===== src/design/blwe_pkg.sv =====
// shared constants and types of the battery life window estimator
`timescale 1ns / 1ps
package blwe_pkg;

    localparam int WINDOW_DEF      = 1024;
    localparam int MIN_SAMPLES_DEF = 10;

    localparam int CUR_W   = 13;   // |current| magnitude
    localparam int TEMP_W  = 12;
    localparam int HLTH_W  = 10;
    localparam int CAP_W   = 10;
    localparam int CYC_W   = 16;
    localparam int CFG_W   = 16;
    localparam int RATE_W  = 16;
    localparam int HOURS_W = 24;

    // divider operands: numerator up to about 64 bits, denominator up to about 48
    localparam int NUM_W = 72;
    localparam int DEN_W = 48;

    localparam logic CFG_IDX_CYCLES   = 1'b0;
    localparam logic CFG_IDX_CAPACITY = 1'b1;

    // controller to datapath commands
    typedef struct packed {
        logic load;        // capture input transfer
        logic rd;          // read old ring entry
        logic upd;         // update sums and rings
        logic mul;         // step the shared multiplier sequence
        logic div_start;   // start a division
        logic div_sel;     // 0: rate, 1: hours
        logic out_load;    // load output register
    } t_cmd;

    // datapath to controller status
    typedef struct packed {
        logic div_done;
        logic mul_done;
    } t_stat;

endpackage


===== src/design/blwe_ctrl.sv =====
// controller state machine sequencing one sample through the datapath
`timescale 1ns / 1ps
module blwe_ctrl (
    input  logic                i_clk,
    input  logic                i_rst_n,
    input  logic                i_in_fire,
    input  logic                i_out_free,
    input  blwe_pkg::t_stat     i_stat,
    output logic                o_idle,
    output blwe_pkg::t_cmd      o_cmd
);
    typedef enum logic [7:0] {
        S_IDLE  = 8'b0000_0001,
        S_READ  = 8'b0000_0010,
        S_UPD   = 8'b0000_0100,
        S_MUL   = 8'b0000_1000,
        S_DIVR  = 8'b0001_0000,
        S_DIVH  = 8'b0010_0000,
        S_OUT   = 8'b0100_0000,
        S_WAITR = 8'b1000_0000
    } t_state;

    t_state r_state, n_state;

    always_comb begin
        n_state = r_state;
        o_cmd   = '0;
        case (r_state)
            S_IDLE: begin
                if (i_in_fire) begin
                    o_cmd.load = 1'b1;
                    n_state = S_READ;
                end
            end
            S_READ: begin
                o_cmd.rd = 1'b1;
                n_state = S_UPD;
            end
            S_UPD: begin
                o_cmd.upd = 1'b1;
                n_state = S_MUL;
            end
            S_MUL: begin
                o_cmd.mul = 1'b1;
                if (i_stat.mul_done) begin
                    o_cmd.div_start = 1'b1;
                    n_state = S_WAITR;
                end
            end
            S_WAITR: begin
                n_state = S_DIVR;
            end
            S_DIVR: begin
                if (i_stat.div_done) begin
                    o_cmd.div_start = 1'b1;
                    o_cmd.div_sel   = 1'b1;
                    n_state = S_DIVH;
                end
            end
            S_DIVH: begin
                o_cmd.div_sel = 1'b1;
                if (i_stat.div_done) begin
                    n_state = S_OUT;
                end
            end
            S_OUT: begin
                if (i_out_free) begin
                    o_cmd.out_load = 1'b1;
                    n_state = S_IDLE;
                end
            end
            default: n_state = S_IDLE;
        endcase
    end

    always_ff @(posedge i_clk) begin
        if (!i_rst_n) begin
            r_state <= S_IDLE;
        end else begin
            r_state <= n_state;
        end
    end

    assign o_idle = (r_state == S_IDLE);
endmodule


===== config.mk =====
export PLATFORM = sky130hd
export DESIGN_NAME = blwe_ctrl
export DESIGN_NICKNAME = d
export VERILOG_FILES = /design/src/design/blwe_pkg.sv /design/src/design/blwe_ctrl.sv
export SDC_FILE = /design/constraint.sdc
export NUM_CORES = 1
export LEC_CHECK = 0
export BUFFER_PORTS_ARGS = -buffer_cell sky130_fd_sc_hd__buf_2
export CAP_MARGIN = 30
export CELL_PAD_IN_SITES_DETAIL_PLACEMENT = 1
export CELL_PAD_IN_SITES_GLOBAL_PLACEMENT = 2
export CORE_MARGIN = 4
export CORE_UTILIZATION = 30
export DETAILED_ROUTE_END_ITERATION = 10
export PLACE_DENSITY = 0.85
export REMOVE_ABC_BUFFERS = 1
export SLEW_MARGIN = 10
export SYNTH_ARGS = -nofsm -noshare
export SYNTH_HDL_FRONTEND = slang
export SYNTH_SLANG_ARGS = --single-unit
export TNS_END_PERCENT = 30

===== constraint.sdc =====
create_clock -name i_clk -period 2.25 [get_ports i_clk]
set_input_delay 0.225 -clock i_clk [delete_from_list [all_inputs] [get_ports i_clk]]
set_output_delay 0.225 -clock i_clk [all_outputs]
set_load 0.05 [all_outputs]

After elaboration in Yosys (flattened, before gate mapping)
Index checks and enable logic that the tools add are counted.
Widths: inputs -> output; s select.
- bits in latches: 0
- bits in writable memories: 0
- memory bits (read-only): 0
- output and inout bits: 8
- register bits: 8
- logic and storage cells: 32
- memories kept: 0
- input port bits: 6
- add/sub/neg operators: 0
- bitwise gates (word level): 0
- equality and inequality tests: 13
- shift-type cells: 0
- reduce and logical (&&, ||, !) cells: 1
- muxes and demuxes: 17
- order comparisons: 0
- $mul: 0
- divide/modulo/power cells: 0
- operator list (cell ; number):
    $pmux 8 s8 ; 1
    $mux 8 ; 5
    $ne 2x2->1 const B ; 5
    $eq 8x1->1 const B ; 1
    $eq 8x2->1 const B ; 1
    $eq 8x3->1 const B ; 1
    $eq 8x4->1 const B ; 1
    $eq 8x5->1 const B ; 1
    $eq 8x6->1 const B ; 1
    $eq 8x7->1 const B ; 1
    $eq 8x8->1 const B ; 1
    $mux 1 ; 8
    $reduce_and 5->1 ; 1
    $pmux 1 s2 ; 2
    $mux 2 ; 1

Logic depth before layout (Yosys ltp)
- word-level depth: 3
- mapped depth: 6
- depth with buffers taken out: 5

Least setup slack after synthesis
Ideal clock, no wire load.
- path kind: register to output
- from: reg r_state[4]
- to: out o_cmd[0] (netlist name)
- buffers on the path: 1
- setup slack: -0.487 ns
- arrival time: 2.512 ns
- cell stages (with the launch flop): 4
- path through: dfxtp_1 buf_6 or4_4 nor4_1
- RTL lines (what ; line ; RTL):
    from (decl) ; blwe_ctrl.sv:23 ; t_state r_state, n_state;
    from (signal assigned) ; blwe_ctrl.sv:80 ; r_state <= n_state;
    to (decl) ; blwe_ctrl.sv:10 ; output blwe_pkg::t_cmd o_cmd

==> out/summary.md <==
The run finished with clean final reports. The floorplan die area was 2743 um^2; the total overflow reported by the global router was 0. Max-cap violations in this run came to 0. The async set-reset flop share out of synthesis is 0, and the final number of hold-violating endpoints is 0. The detail route stage leaves a number of antenna-violating nets equal to 0. Detailed placement finished with a half-perimeter wire length of 1221 um. The CTS buffer count was 3; the fraction of final layout cells sized beyond drive strength 1 was 0.3580.

The clock network fraction of design power is 0.148, and the average footprint of a synthesized cell is 8.948 um^2. The share of the cycle needed by the critical path after routing is 0.9488. The non-filler instance count after layout is 106. The number of slew-limit violations in the final report was 0; the clock-pin slew of the registers on the worst-case setup and hold paths was 60 ps. In this run the standard cell core region covers 1802 um^2. Share of the synthesized area in the top cell type: 0.2712. The sequential-to-total area share from yosys stat came out at 0.2712. Using the TritonRoute via totals, the vias-per-cell ratio works out to 4.830. The fraction of power spent switching nets is 0.4669, and the placed cell area is 675.6 um^2.

Sorting the synthesized cells by area gives the leading types as dfxtp_1 (27%), nor4_4 (7.2%), a2111oi_4 (4.7%), nand2b_1 (4.2%), nor2b_1 (4.2%). The repair_antennas step left the layout with diodes totalling 0. The length of the first detailed-routing pass in iterations was 3. The layout-stage area growth over the synthesis result was 20.55%; the distinct cell type count after synthesis was 33. Setup repair after global routing left no endpoint under its margin. The number of flip-flops in the largest register works out to 8.

The kind of end point of the critical path is a primary output. The net count of the finished layout is 89. Row generation in the floorplan step produced 15 rows.

In this run the static leakage power is 0.3077 nW. The tools report the critical path arrival as 1910 ps. The combinational power share is 0.592, and the floorplan die width is 52.37 um. The number of placed instances, taps included, is 103.

The number of global-route vias before repair was 500; the final setup violation count was 0. In the final routed layout, each cell accounts on average for 13.99 um. The number of synthesized flops with an enable pin was 0. The count of routing violations after the opening detailed-route iteration came out at 8.

The critical path class was reg2out. The final weighted congestion in routability-driven placement is 0.7332. The first global-routing pass estimated 2366 um of wire.

TritonCTS built the clock tree. The number of sinks driven by the clock tree is 8. The main flop type after synthesis is dfxtp_1. The design internal power came out at 0.3954 mW. For the worst clock skew, the log shows 8.037 ps.

The largest registers in the layout are r_state (8). For the pin with the worst max-slew slack, the measured transition is 519.3 ps. The largest net degree at the start of global routing is 9, and the highest ir drop seen on vdd is 508.8 uV.

The tools report the final routed wirelength across all metal layers as 1483 um. For the yosys synthesis warning count, the log shows 0. The synthesized design spends more area on one cell type than any other, namely dfxtp_1.

For this design the total switching power over the nets is 0.3463 mW. The commonest non-fill, non-tap cell in the layout is buf_2. The register bit total from synthesis came out at 8.

Data on the critical path is required at its endpoint by 2030 ps. The mapped netlist covers 590.6 um^2. Headroom to the max-slew limit: 0.6538. STA classifies the critical path startpoint as a flop.

In the layout the commonest cells are buf_2 (10), dfxtp_1 (8), nand2_1 (5), inv_1 (5), clkbuf_4 (5). The cell area after layout was 711.9 um^2. Part of the power in registers: 0.260. The total track usage is 0.1215, and the power density normalized to cell area is 1042 nW/um^2. The maximum clock frequency came out at 468.4 MHz. The logs give 512 for the count of vias placed by the detailed router and 0 for the number of remaining DRC errors. More flip-flops sit in one register than any other, and that register is r_state. For the initial antenna violation count, the log shows 0. The maximum net fanout on the critical path is 5, and the time the final worst path needs with I/O delays and setup is 2135 ps. The number of I/O port buffers was 13; the count of H-tree levels built during CTS was 1. Clock tree synthesis selected as its root buffer the cell clkbuf_4. The synthesized instance count is 66. The vertical die dimension was 52.37 um; the starting density of the core was 0.3278.

The later pin in the worst-skew pair is clocked with a latency of 260 ps. The class of the worst hold path is in2reg. The logs give 2 for the number of buffers between clock root and the deepest sink and 14 for the I/O pin total. After layout, the design draws a total of 0.7416 mW.
==> kinds of logic after synthesis <==
| logic type | synth area share |
|---|---|
| xor+xnor | 0.02967 |
| flops | 0.2712 |
| simple gates | 0.5063 |
| compound gates | 0.1123 |
| mux | 0.01695 |
| buf+inv | 0.06357 |
==> final cells by class <==
cell class	count	area (um^2)
flip-flops and latches	8	160.2
inverters	5	18.77
clock buffers	3	22.52
multi-input cells	51	399.1
repair buffers	14	80.08
well taps	25	31.28
fillers	237	1090
==> per-layer routing <==
metal / track usage / share of wire / routed length [um]
met5: 0 / 0 / 0
met4: 0.02553 / 0 / 0
met3: 0.05413 / 0.052 / 77
met2: 0.1901 / 0.45 / 669
met1: 0.1524 / 0.50 / 736
==> cells in the mapped netlist (2+ instances only) <==
cell / number
dfxtp_1: 8
nor4_4: 2
a21oi_1: 3
nor2b_1: 4
and3_1: 2
xor2_1: 2
or2_2: 2
inv_1: 5
or4_4: 2
nand2_1: 5
nor2_1: 4
nor4_1: 2
o21ai_1: 2
nand2b_1: 4
==> path summary, 6_finish.rpt <==
check,start,endpoint,slack (ps),depth (start not counted)
max,r_state[6],o_cmd[3],120,4
min reg2reg,r_state[4],r_state[4],590,2
min,i_stat[0],r_state[7],270,2
max reg2reg,r_state[5],r_state[5],270,5
==> through the flow <==
stage / hold slack (ps) / utilization / TNS, ps / worst slack (ps)
floorplan: 339.6 / - / -730.8 / -461.9
global placement: 527.6 / 0.3750 / 0 / 360.4
detailed placement: 530.0 / 0.3750 / 0 / 285.0
CTS: 256.4 / 0.3875 / 0 / 38.38
global route: 259.6 / 0.3951 / 0 / 11.36
finish: 266.5 / 0.3951 / 0 / 115.2
==> power groups by stage <==
stage | registers [mW] | clock network [mW] | logic (mW)
after CTS | 0.192 | 0.116 | 0.426
after detailed placement | 0.195 | 0 | 0.425
after floorplan | 0.186 | 0 | 0.341
after global placement | 0.193 | 0 | 0.418
final | 0.193 | 0.110 | 0.439
after global routing | 0.197 | 0.131 | 0.471
==> worst max-delay path: stages (launching register included) <==
cell and delay, ps:
dfxtp_1 370, or4_4 600, nor4_4 250, buf_4 180, buf_2 260
==> what timing repair did <==
item | CTS | global route
setup endpoints to repair | 0 | 4
setup buffers | 0 | 0
hold buffers | 0 | 0
resized for setup | 0 | 5
Power figures use the tool's default switching activity.
